### config.mk
export PLATFORM = sky130hd
export DESIGN_NAME = pooled_queue_with_keyed_remove_unit
export DESIGN_NICKNAME = d
export VERILOG_FILES = /design/src/rtl/pqkr_pkg.sv /design/src/rtl/pqkr_ctrl.sv /design/src/rtl/pqkr_dpath.sv /design/src/rtl/pooled_queue_with_keyed_remove_unit.sv
export SDC_FILE = /design/constraint.sdc
export NUM_CORES = 2
export LEC_CHECK = 0
export ABC_AREA = 1
export BUFFER_PORTS_ARGS = -buffer_cell sky130_fd_sc_hd__buf_2
export CAP_MARGIN = 20
export CORE_MARGIN = 2
export CORE_UTILIZATION = 29
export CTS_BUF_LIST = sky130_fd_sc_hd__clkbuf_4
export CTS_CLUSTER_SIZE = 10
export DETAILED_ROUTE_END_ITERATION = 16
export PLACE_DENSITY = 0.54
export SLEW_MARGIN = 10
export SYNTH_ARGS = -nofsm -noshare
export SYNTH_HDL_FRONTEND = slang
export SYNTH_SLANG_ARGS = --single-unit
### constraint.sdc
create_clock -name clock -period 4.9 [get_ports clock]
set_input_delay 1.225 -clock clock [delete_from_list [all_inputs] [get_ports clock]]
set_output_delay 1.225 -clock clock [all_outputs]
set_load 0.01 [all_outputs]
### src/rtl/pqkr_pkg.sv
package pqkr_pkg;

   localparam int POOL_SLOTS   = 16;
   localparam int KEY_BITS     = 32;
   localparam int PAYLOAD_BITS = 32;

   localparam int SLOT_BITS = (POOL_SLOTS > 1) ? $clog2(POOL_SLOTS) : 1;
   localparam int CNT_BITS  = $clog2(POOL_SLOTS + 1);
   localparam int CAP_BITS  = 5;
   localparam int CMP_BITS  = (CNT_BITS > CAP_BITS) ? CNT_BITS : CAP_BITS;

   localparam int ACTION_W  = 2;
   localparam int KEY_W     = 32;
   localparam int PAYLOAD_W = 32;
   localparam int OCC_W     = 5;

   localparam logic [ACTION_W-1:0] ACT_ENQUEUE = 2'd0;
   localparam logic [ACTION_W-1:0] ACT_DEQUEUE = 2'd1;
   localparam logic [ACTION_W-1:0] ACT_REMOVE  = 2'd2;

   typedef struct packed {
      logic [ACTION_W-1:0]  action;
      logic [KEY_W-1:0]     item_key;
      logic [PAYLOAD_W-1:0] item_payload;
   } req_word_type;

   typedef struct packed {
      logic                 status;
      logic [KEY_W-1:0]     out_key;
      logic [PAYLOAD_W-1:0] out_payload;
      logic [OCC_W-1:0]     occupancy;
      logic                 is_empty;
      logic                 is_full;
   } rsp_word_type;

   typedef struct packed {
      logic accept;
      logic scan_next;
      logic enq_write;
      logic enq_tail;
      logic deq_take;
      logic walk_next;
      logic rem_unlink;
   } cmd_type;

   typedef struct packed {
      logic cap_zero;
      logic cnt_zero;
      logic full;
      logic slot_free;
      logic key_match;
      logic at_tail;
   } stat_type;

endpackage

### src/rtl/pqkr_ctrl.sv
module pqkr_ctrl (
   input  logic                          clock,
   input  logic                          reset,
   input  logic                          start,
   input  logic [pqkr_pkg::ACTION_W-1:0] action,
   input  pqkr_pkg::stat_type            stat,
   output pqkr_pkg::cmd_type             cmd,
   output logic                          busy,
   output logic                          rsp_strobe
);
   import pqkr_pkg::*;

   typedef enum logic [2:0] {
      ST_IDLE,
      ST_SCAN,
      ST_ENQ_TAIL,
      ST_DEQ,
      ST_WALK,
      ST_RESP
   } state_type;

   state_type state_ff, state_in;
   logic      busy_ff;
   logic      rsp_strobe_ff;

   always_comb begin
      state_in = state_ff;
      cmd      = '0;
      unique case (state_ff)
         ST_IDLE: begin
            if (start) begin
               cmd.accept = 1'b1;
               unique case (action)
                  ACT_ENQUEUE: state_in = stat.full ? ST_RESP : ST_SCAN;
                  ACT_DEQUEUE: state_in = (stat.cap_zero || stat.cnt_zero) ? ST_RESP : ST_DEQ;
                  ACT_REMOVE:  state_in = (stat.cap_zero || stat.cnt_zero) ? ST_RESP : ST_WALK;
                  default:     state_in = ST_RESP;
               endcase
            end
         end
         ST_SCAN: begin
            if (stat.slot_free) begin
               cmd.enq_write = 1'b1;
               state_in      = ST_ENQ_TAIL;
            end else begin
               cmd.scan_next = 1'b1;
            end
         end
         ST_ENQ_TAIL: begin
            cmd.enq_tail = 1'b1;
            state_in     = ST_RESP;
         end
         ST_DEQ: begin
            cmd.deq_take = 1'b1;
            state_in     = ST_RESP;
         end
         ST_WALK: begin
            if (stat.key_match) begin
               cmd.rem_unlink = 1'b1;
               state_in       = ST_RESP;
            end else if (stat.at_tail) begin
               state_in = ST_RESP;
            end else begin
               cmd.walk_next = 1'b1;
            end
         end
         ST_RESP: begin
            state_in = ST_IDLE;
         end
         default: begin
            state_in = ST_IDLE;
         end
      endcase
   end

   always_ff @(posedge clock) begin
      if (reset) begin
         state_ff      <= ST_IDLE;
         busy_ff       <= 1'b0;
         rsp_strobe_ff <= 1'b0;
      end else begin
         state_ff      <= state_in;
         busy_ff       <= (state_in != ST_IDLE);
         rsp_strobe_ff <= (state_in == ST_RESP);
      end
   end

   assign busy       = busy_ff;
   assign rsp_strobe = rsp_strobe_ff;

endmodule

### src/rtl/pqkr_dpath.sv
module pqkr_dpath (
   input  logic                          clock,
   input  logic                          reset,
   input  logic                          csr_wr_en,
   input  logic [pqkr_pkg::CAP_BITS-1:0] csr_wr_data,
   input  pqkr_pkg::req_word_type        req_word,
   input  pqkr_pkg::cmd_type             cmd,
   output pqkr_pkg::stat_type            stat,
   output pqkr_pkg::rsp_word_type        rsp_word
);
   import pqkr_pkg::*;

   logic [KEY_BITS-1:0]     key_mem     [POOL_SLOTS];
   logic [PAYLOAD_BITS-1:0] payload_mem [POOL_SLOTS];
   logic [SLOT_BITS-1:0]    link_ff     [POOL_SLOTS];

   logic [CAP_BITS-1:0]     cap_ff;
   logic [POOL_SLOTS-1:0]   used_ff, used_in;
   logic [SLOT_BITS-1:0]    head_ff, head_in;
   logic [SLOT_BITS-1:0]    tail_ff, tail_in;
   logic [CNT_BITS-1:0]     count_ff, count_in;

   logic [KEY_BITS-1:0]     req_key_ff;
   logic [PAYLOAD_BITS-1:0] req_payload_ff;
   logic [KEY_BITS-1:0]     rd_key_ff;
   logic [PAYLOAD_BITS-1:0] rd_payload_ff;
   logic [KEY_BITS-1:0]     out_key_ff;
   logic [PAYLOAD_BITS-1:0] out_payload_ff;
   logic                    fail_ff;
   logic [SLOT_BITS-1:0]    scan_ff;
   logic [SLOT_BITS-1:0]    cur_ff;
   logic [SLOT_BITS-1:0]    prev_ff;
   logic                    first_ff;

   logic [SLOT_BITS-1:0]    rd_addr;
   logic                    link_we;
   logic [SLOT_BITS-1:0]    link_waddr;
   logic [SLOT_BITS-1:0]    link_wdata;
   logic [CMP_BITS-1:0]     cap_ext;
   logic [CMP_BITS-1:0]     eff_cap;

   assign cap_ext = CMP_BITS'(cap_ff);
   assign eff_cap = (cap_ext > CMP_BITS'(POOL_SLOTS)) ? CMP_BITS'(POOL_SLOTS) : cap_ext;

   assign stat.cap_zero  = (cap_ff == '0);
   assign stat.cnt_zero  = (count_ff == '0);
   assign stat.full      = (CMP_BITS'(count_ff) >= eff_cap);
   assign stat.slot_free = !used_ff[scan_ff];
   assign stat.key_match = (rd_key_ff == req_key_ff);
   assign stat.at_tail   = (cur_ff == tail_ff);

   assign rd_addr = cmd.walk_next ? link_ff[cur_ff] : head_ff;

   always_comb begin
      used_in    = used_ff;
      head_in    = head_ff;
      tail_in    = tail_ff;
      count_in   = count_ff;
      link_we    = 1'b0;
      link_waddr = scan_ff;
      link_wdata = scan_ff;
      if (cmd.enq_write) begin
         used_in[scan_ff] = 1'b1;
         count_in         = count_ff + CNT_BITS'(1);
         link_we          = 1'b1;
         link_waddr       = stat.cnt_zero ? scan_ff : tail_ff;
         if (stat.cnt_zero) begin
            head_in = scan_ff;
         end
      end
      if (cmd.enq_tail) begin
         link_we = 1'b1;
         tail_in = scan_ff;
      end
      if (cmd.deq_take) begin
         used_in[head_ff] = 1'b0;
         count_in         = count_ff - CNT_BITS'(1);
         head_in          = link_ff[head_ff];
      end
      if (cmd.rem_unlink) begin
         used_in[cur_ff] = 1'b0;
         count_in        = count_ff - CNT_BITS'(1);
         if (first_ff) begin
            head_in = link_ff[head_ff];
         end else begin
            link_we    = 1'b1;
            link_waddr = prev_ff;
            if (stat.at_tail) begin
               link_wdata = prev_ff;
               tail_in    = prev_ff;
            end else begin
               link_wdata = link_ff[cur_ff];
            end
         end
      end
   end

   always_ff @(posedge clock) begin
      if (reset) begin
         cap_ff   <= '0;
         used_ff  <= '0;
         head_ff  <= '0;
         tail_ff  <= '0;
         count_ff <= '0;
      end else if (csr_wr_en && stat.cap_zero) begin
         cap_ff   <= csr_wr_data;
         used_ff  <= '0;
         head_ff  <= '0;
         tail_ff  <= '0;
         count_ff <= '0;
      end else begin
         used_ff  <= used_in;
         head_ff  <= head_in;
         tail_ff  <= tail_in;
         count_ff <= count_in;
      end
   end

   always_ff @(posedge clock) begin
      if (link_we) begin
         link_ff[link_waddr] <= link_wdata;
      end
   end

   always_ff @(posedge clock) begin
      if (cmd.enq_write) begin
         key_mem[scan_ff]     <= req_key_ff;
         payload_mem[scan_ff] <= req_payload_ff;
      end
      rd_key_ff     <= key_mem[rd_addr];
      rd_payload_ff <= payload_mem[rd_addr];
   end

   always_ff @(posedge clock) begin
      if (cmd.accept) begin
         req_key_ff     <= KEY_BITS'(req_word.item_key);
         req_payload_ff <= PAYLOAD_BITS'(req_word.item_payload);
         out_key_ff     <= '0;
         out_payload_ff <= '0;
         fail_ff        <= 1'b1;
         scan_ff        <= '0;
         cur_ff         <= head_ff;
         first_ff       <= 1'b1;
      end else begin
         if (cmd.scan_next) begin
            scan_ff <= scan_ff + SLOT_BITS'(1);
         end
         if (cmd.walk_next) begin
            prev_ff  <= cur_ff;
            cur_ff   <= link_ff[cur_ff];
            first_ff <= 1'b0;
         end
         if (cmd.deq_take) begin
            out_key_ff     <= rd_key_ff;
            out_payload_ff <= rd_payload_ff;
         end
         if (cmd.enq_tail || cmd.deq_take || cmd.rem_unlink) begin
            fail_ff <= 1'b0;
         end
      end
   end

   assign rsp_word.status      = fail_ff;
   assign rsp_word.out_key     = KEY_W'(out_key_ff);
   assign rsp_word.out_payload = PAYLOAD_W'(out_payload_ff);
   assign rsp_word.occupancy   = OCC_W'(count_ff);
   assign rsp_word.is_empty    = stat.cnt_zero;
   assign rsp_word.is_full     = stat.full;

endmodule

### src/rtl/pooled_queue_with_keyed_remove_unit.sv
// enqueue scans for the lowest free slot, one per cycle, then links it at the tail; dequeue
// takes the head; remove walks nodes, one key read per cycle; rejects go to the response
// one word at a time: busy stays high through the strobe cycle, next start is taken after it
// the longest gap between accepted words is set by the free-slot scan of an enqueue
// reset (synchronous) leaves capacity 0 and the pool empty; the receiver cannot stall
module pooled_queue_with_keyed_remove_unit (
   input  logic                          clock,
   input  logic                          reset,
   input  logic                          start,
   output logic                          busy,
   input  pqkr_pkg::req_word_type        req_word,
   output logic                          rsp_strobe,
   output pqkr_pkg::rsp_word_type        rsp_word,
   input  logic                          csr_wr_en,
   input  logic [pqkr_pkg::CAP_BITS-1:0] csr_wr_data
);
   import pqkr_pkg::*;

   cmd_type  cmd;
   stat_type stat;

   pqkr_ctrl u_ctrl (
      .clock      (clock),
      .reset      (reset),
      .start      (start),
      .action     (req_word.action),
      .stat       (stat),
      .cmd        (cmd),
      .busy       (busy),
      .rsp_strobe (rsp_strobe)
   );

   pqkr_dpath u_dpath (
      .clock       (clock),
      .reset       (reset),
      .csr_wr_en   (csr_wr_en),
      .csr_wr_data (csr_wr_data),
      .req_word    (req_word),
      .cmd         (cmd),
      .stat        (stat),
      .rsp_word    (rsp_word)
   );

`ifndef SYNTH
   a_accept_busy: assert property (@(posedge clock) disable iff (reset)
      (start && !busy) |=> busy)
      else $error("accepted word did not raise busy");

   a_strobe_idle: assert property (@(posedge clock) disable iff (reset)
      rsp_strobe |=> !busy)
      else $error("unit still busy after result");

   a_fail_no_data: assert property (@(posedge clock) disable iff (reset)
      (rsp_strobe && rsp_word.status) |->
         (rsp_word.out_key == '0 && rsp_word.out_payload == '0))
      else $error("failed result carries item data");
`endif

endmodule
==> After elaboration in Yosys (flattened, before gate mapping) <==
Memory sizes are Yosys's and may differ from the RTL's. A register that Yosys moved wholly into a read port is not among the register bits.
Cells that the tools add are included.
{ "totals": {"ff_bits": 181, "ramBits": 1088, "in_bits": 75, "out_inout_bits": 74, "word_cells": 126, "mem_count": 3} }
{ "classes": {"add_sub_neg": 3, "n_lt_le_gt_ge": 8, "eq_ne": 9, "n_mux": 63, "bitwise_logic": 6, "reduce_logical": 17} }
{ "mem_list": {"columns": ["memory", "words", "word_bits", "rd", "rd_ports_with_merged_regs", "write_ports", "line", "rtl"], "rows": [
  ["u_dpath.key_mem", 16, 32, 1, 1, 1, "pqkr_dpath.sv:13", "logic [KEY_BITS-1:0] key_mem [POOL_SLOTS];"],
  ["u_dpath.payload_mem", 16, 32, 1, 1, 1, "pqkr_dpath.sv:14", "logic [PAYLOAD_BITS-1:0] payload_mem [POOL_SLOTS];"],
  ["u_dpath.link_ff", 16, 4, 2, 2, 1, "pqkr_dpath.sv:15", "logic [SLOT_BITS-1:0] link_ff [POOL_SLOTS];"]
]} }
{ "op_table": {"columns": ["op", "count"], "rows": [
  ["$mux 4", 21],
  ["$mux 16", 3],
  ["$and 16x16->16", 2],
  ["$eq 32x32->1", 1],
  ["$not 16->16", 2],
  ["$mux 1", 21],
  ["$mux 5", 4],
  ["$mux 3", 6],
  ["$or 16x16->16", 1],
  ["$lt 4x5->1 const B", 3],
  ["$demux 1 s4", 3],
  ["$ge 4x1->1 const B", 3],
  ["$pmux 3 s4", 1],
  ["$logic_not 5->1", 2],
  ["$pmux 3 s3", 1],
  ["$eq 3x2->1 const B", 2],
  ["$eq 3x3->1 const B", 2],
  ["$reduce_bool 3->1", 2],
  ["$add 5x1->5 const B", 1],
  ["$ge 5x5->1", 1],
  ["$gt 5x5->1 const B", 1],
  ["$sub 5x1->5 const B", 1],
  ["$add 4x1->4 const B", 1],
  ["$bmux 1 s4", 1],
  ["other kinds (13)", 20]
]} }

==> Depth between registers and ports, before layout <==
{ "depth": {"depth_word": 10, "ltp_mapped": 18, "mapped_depth_nobuf": 17} }

==> By module <==
Synthesis repeated with hierarchy kept, for this count alone.
{ "unflattened": {"hier_cells": 5351, "area_unflattened_um2": 57082.2} }
{ "modules_own_cells": {"columns": ["mod", "instances", "cells_per_inst", "area_each_um2", "seq_area_each_um2"], "rows": [
  ["pqkr_dpath", 1, 5295, 56741.9, 38276.7],
  ["pqkr_ctrl", 1, 56, 340.3, 100.1]
]} }

==> Worst setup path after synthesis <==
OpenSTA, ideal clock, no wires.
{ "synth_path": {"kind": "reg-to-reg", "startpoint": "reg u_dpath.scan_ff[1]", "endpoint": "reg u_dpath.used_ff[14]", "setup_ns": 0.094, "arrival_ns": 4.662, "required_time_ns": 4.806, "path_slack_ns": 0.144, "stages_incl_launch_ff": 12, "n_path_buf": 1, "period_less_slack_ns": 4.756, "path_cell_list": "dfxtp_1 -> buf_2 -> clkinv_1 -> o21ai_0 -> o22ai_1 -> nand2_1 -> nand2_1 -> nor3_2 -> nand2_1 -> nor2_1 -> o32ai_1 -> a211oi_1"} }
{ "synth_between": {"elab_chain_len": 10, "elab_cells_between_ends": 15, "cone_classes": "order compare (2); mux (9); bitwise (3); reduce/logical (1)"} }
{ "synth_lines": {"columns": ["element", "line", "rtl"], "rows": [
  ["start, declared", "pqkr_dpath.sv:30", "logic [SLOT_BITS-1:0] scan_ff;"],
  ["start signal, assigned", "pqkr_dpath.sv:146", "scan_ff <= scan_ff + SLOT_BITS'(1);"],
  ["$lt 4x5->1 (not written as such) / $ge 4x1->1 (equally long branches)", "pqkr_dpath.sv:63", "used_in[scan_ff] = 1'b1;"],
  ["$logic_and 1x1->1 (not written as such)", "pqkr_dpath.sv:63", null],
  ["$mux 1 (not written as such)", "pqkr_dpath.sv:63", null],
  ["$demux 1 s4", null, null],
  ["$or 16x16->16 (no line)", null, null],
  ["$mux 16 (*)", "pqkr_dpath.sv:62", "if (cmd.enq_write) begin"],
  ["$and 16x16->16 (no line)", null, null],
  ["$mux 16 (*)", "pqkr_dpath.sv:75", "if (cmd.deq_take) begin"],
  ["$and 16x16->16 (no line)", null, null],
  ["$mux 16 (*)", "pqkr_dpath.sv:80", "if (cmd.rem_unlink) begin"],
  ["end signal, assigned", "pqkr_dpath.sv:112", "used_ff <= used_in;"],
  ["end, declared", "pqkr_dpath.sv:18", "logic [POOL_SLOTS-1:0] used_ff, used_in;"]
]} }
Every way passes the cells marked *; elsewhere a longest branch is shown, timed or not. The select of a mux whose other input is x is not followed.
A chain may end at the register's enable or synchronous reset.

==> results.json <==
{
  "outcome": "finished clean",
  "crit_top_cell": "nand2_1",
  "setup_violations": 0,
  "synth_edf_count": 1160,
  "slowest_delay_ps": 390,
  "start_kind": "flop",
  "die_y_um": 447,
  "path_class": "flop to output port",
  "power_w": 0.0345,
  "holdPathStages": 1,
  "synth_top_area_share": 0.613,
  "synth_most_common_cell": "edfxtp_1",
  "yosysUniqueCellTypes": 42,
  "synth_common_cells": "1,160 x edfxtp_1, 1,126 x nand3_1, 858 x inv_1, 824 x nand2_1, 256 x nand3b_1",
  "vias_per_cell": 4.72,
  "grt_max_degree": 168,
  "wl_mm": 170,
  "finClkSkew_ps": 193,
  "finalCriticalPeriod_ps": 4410,
  "core_area_mm2": 0.195,
  "leakage_nw": 26.4,
  "ys_seq_area_frac": 0.676,
  "clockBufferDepth": 4,
  "path_max_fanout": 3,
  "final.setup.tns_ps": 0,
  "cts_made_buffers": 366,
  "firstDrtPassIters": 6,
  "gr-total-overflow": 0,
  "r2r_cells": 15,
  "htreeDepth": 5,
  "critical-path-slowest-cell": "nor4_1",
  "cts_tree": "done",
  "die_w_um": 447,
  "wl_met1_mm": 73.2,
  "antenna_found_initial": 9,
  "power_density_mw_per_mm2": 522,
  "postSynthAreaPerCell_um2": 10.7,
  "synthCells": 5299,
  "root_buffer": "clkbuf_4",
  "ir_drop_v": 0.000679,
  "synth_nets": 5385,
  "top_layer": "met5",
  "worstSetupEndpointType": "output port",
  "ys_seq_elements": 1337,
  "cts.sinks": 1337,
  "first_iter_violations": 3492,
  "rsz0062_at_grt": "no",
  "tightestPinTransition_ps": 1190,
  "place_congestion": 0.833,
  "r2r_slack_ps": 780,
  "nNetsFinal": 5744,
  "initial_core_util": 0.292,
  "post_cts_buffers": 0,
  "clkSlewWorstSetupHoldPaths_ps": 60,
  "required_ps": 3670,
  "max_freq_mhz": 227,
  "num_vias": 40427,
  "hpwl_mm": 87.8,
  "rows": 162,
  "synth_warnings": 0,
  "wl_met3_mm": 10.8,
  "worstPathCellList": "nor4_1 > or2_2 > nand2_1 > ha_1 > o21ai_0 > nand2_1 > nand2_1 > nand2_1 > a21oi_1 > o21ai_0 > buf_2",
  "min_to": "u_dpath.req_key_ff[9]",
  "track_usage": 0.168,
  "ioPinCount": 149,
  "clk-insertion-delay-late_ps": 1370,
  "wl_met2_mm": 81.6,
  "drcViolationCount": 0,
  "io_buffers": 148,
  "synth_async_sr_flop_share": 0,
  "yosysTopAreaCell": "edfxtp_1",
  "first_global_vias": 39456,
  "drive_above_1_share": 0.147,
  "maxSlewViolCount": 0,
  "reg2reg_from": "u_dpath.req_key_ff[9]",
  "cap_viol_max_count": 0,
  "final.fill_count": 19633,
  "avgRoutedWirePerCell_um": 19.9,
  "max-slew-margin-rel": 0.207,
  "ant_nets": 0,
  "die_area_mm2": 0.199,
  "hp-class": "input port to flop",
  "syn2layout_area_growth_pct": 16.5,
  "r2r-end": "u_dpath.rd_payload_ff[11]",
  "synth_area_mm2": 0.0568,
  "finish.instance_area_mm2": 0.0662,
  "dpl-instance-area_mm2": 0.0613,
  "synth_area_leaders": "edfxtp_1 61%, nand3_1 9.9%, dfxtp_1 6.2%, inv_1 5.7%, nand2_1 5.4%",
  "grt_pass1_wl_mm": 252,
  "hold_violations": 0,
  "min_from": "req_word[41]",
  "period_share": 0.899,
  "critPathArrivalTime_ps": 3180,
  "synth_ff_type": "edfxtp_1"
}
-- layout by cell type, fill, tap and decap left out, drive strengths merged, types with 2 or more instances in the layout --
cell type / netlist / layout
edfxtp: 1160 / 1160
buf: 200 / 263
diode: 0 / 10
a22o: 2 / 2
ha: 11 / 11
dlygate4sd3: 0 / 35
o22ai: 17 / 17
o21ai: 130 / 130
nor3: 3 / 3
xnor2: 26 / 26
nand3: 1127 / 1127
o32ai: 2 / 2
nand3b: 256 / 256
nand2: 828 / 828
clkbuf: 107 / 540
clkinv: 2 / 96
o221ai: 13 / 13
dfxtp: 177 / 177
o21a: 3 / 3
inv: 865 / 868
a21oi: 45 / 45
nor2: 252 / 252
xor2: 4 / 4
bufinv: 0 / 3
a22oi: 28 / 28
a211oi: 19 / 19
or2: 2 / 2
o211ai: 10 / 10
nand4: 3 / 3
a31oi: 3 / 3
-- report_power, final --
part	internal [W]	switching, W	leakage [nW]
combinational	0.00303	0.00683	11.7
sequential	0.0138	0.00101	11.9
clock	0.00518	0.00463	2.72
total	0.0221	0.0125	26.4
-- worst max path at each step --
stage	start	end
2_1_floorplan	u_dpath.scan_ff[1]	u_dpath.used_ff[14]
4_1_cts	u_dpath.cap_ext[1]	rsp_word[0]
6_report	u_dpath.cap_ext[1]	rsp_word[0]
3_5_place_dp	u_dpath.req_key_ff[8]	u_dpath.rd_payload_ff[9]
5_1_grt	u_dpath.cap_ext[0]	rsp_word[0]
3_3_place_gp	u_dpath.scan_ff[1]	u_dpath.payload_mem[15][23]
-- cells by family after synthesis --
kind of cell / share of synthesized area
AOI/OAI and AO/OA: 0.0286
buffers and inverters: 0.0824
DFF: 0.676
and+or+nand+nor: 0.206
xor gates and xnor gates: 0.00463
adders and majority gates: 0.00242
-- metal layers --
layer	vias to the layer above	track usage
met5	-	0
met4	2	0.0597
met3	322	0.0313
met2	1499	0.277
met1	19701	0.220
li1	18903	-
-- critical path, delay by kind of cell, from the launching register on --
kind	cells	cell delay [ps]
compound gates	3	310
buf+inv	1	140
fa+ha+maj	1	260
flops	1	330
simple gates	6	800
-- area by class of cell --
type	count	area (µm²)	share of cell area
Clock buffer	540	4050	0.0613
Timing Repair Buffer	298	2730	0.0413
Sequential cell	1337	38400	0.580
Antenna cell	10	25.0	0.000378
Multi-Input combinational cell	2788	14000	0.211
Clock inverter	100	473	0.00715
Inverter	867	3270	0.0494
Tap cell	2624	3280	0.0496
-- flip-flops by register name, summed over array words and instances (netlist names), 5 cells and up, named ones only --
register,cells
u_dpath.req_key_ff,32
u_dpath.rd_payload_ff,32
u_dpath.link_ff,64
u_dpath.payload_mem,512
u_dpath.cap_ext,5
u_dpath.count_ff,5
u_dpath.used_ff,16
u_dpath.req_payload_ff,32
u_dpath.out_key_ff,32
u_dpath.rd_key_ff,32
u_dpath.key_mem,512
u_dpath.out_payload_ff,32
-- per-stage QoR --
stage	hold slack [ps]	worst slack, ps	std cells	util
after floorplan	431	144	5299	-
after global placement	440	956	7878	0.314
after detailed placement	444	882	7878	0.314
after CTS	0.646	315	8553	0.340
after global routing	7.01	185	8563	0.340
final	133	493	8564	0.340
-- repair_timing --
action                                 in CTS  in global routing
hold buffers                               35                  0
setup endpoints to repair                   0                  0
resized for setup                           0                  0
endpoints found under the hold margin      35                  0
Power figures use the tool's default switching activity.
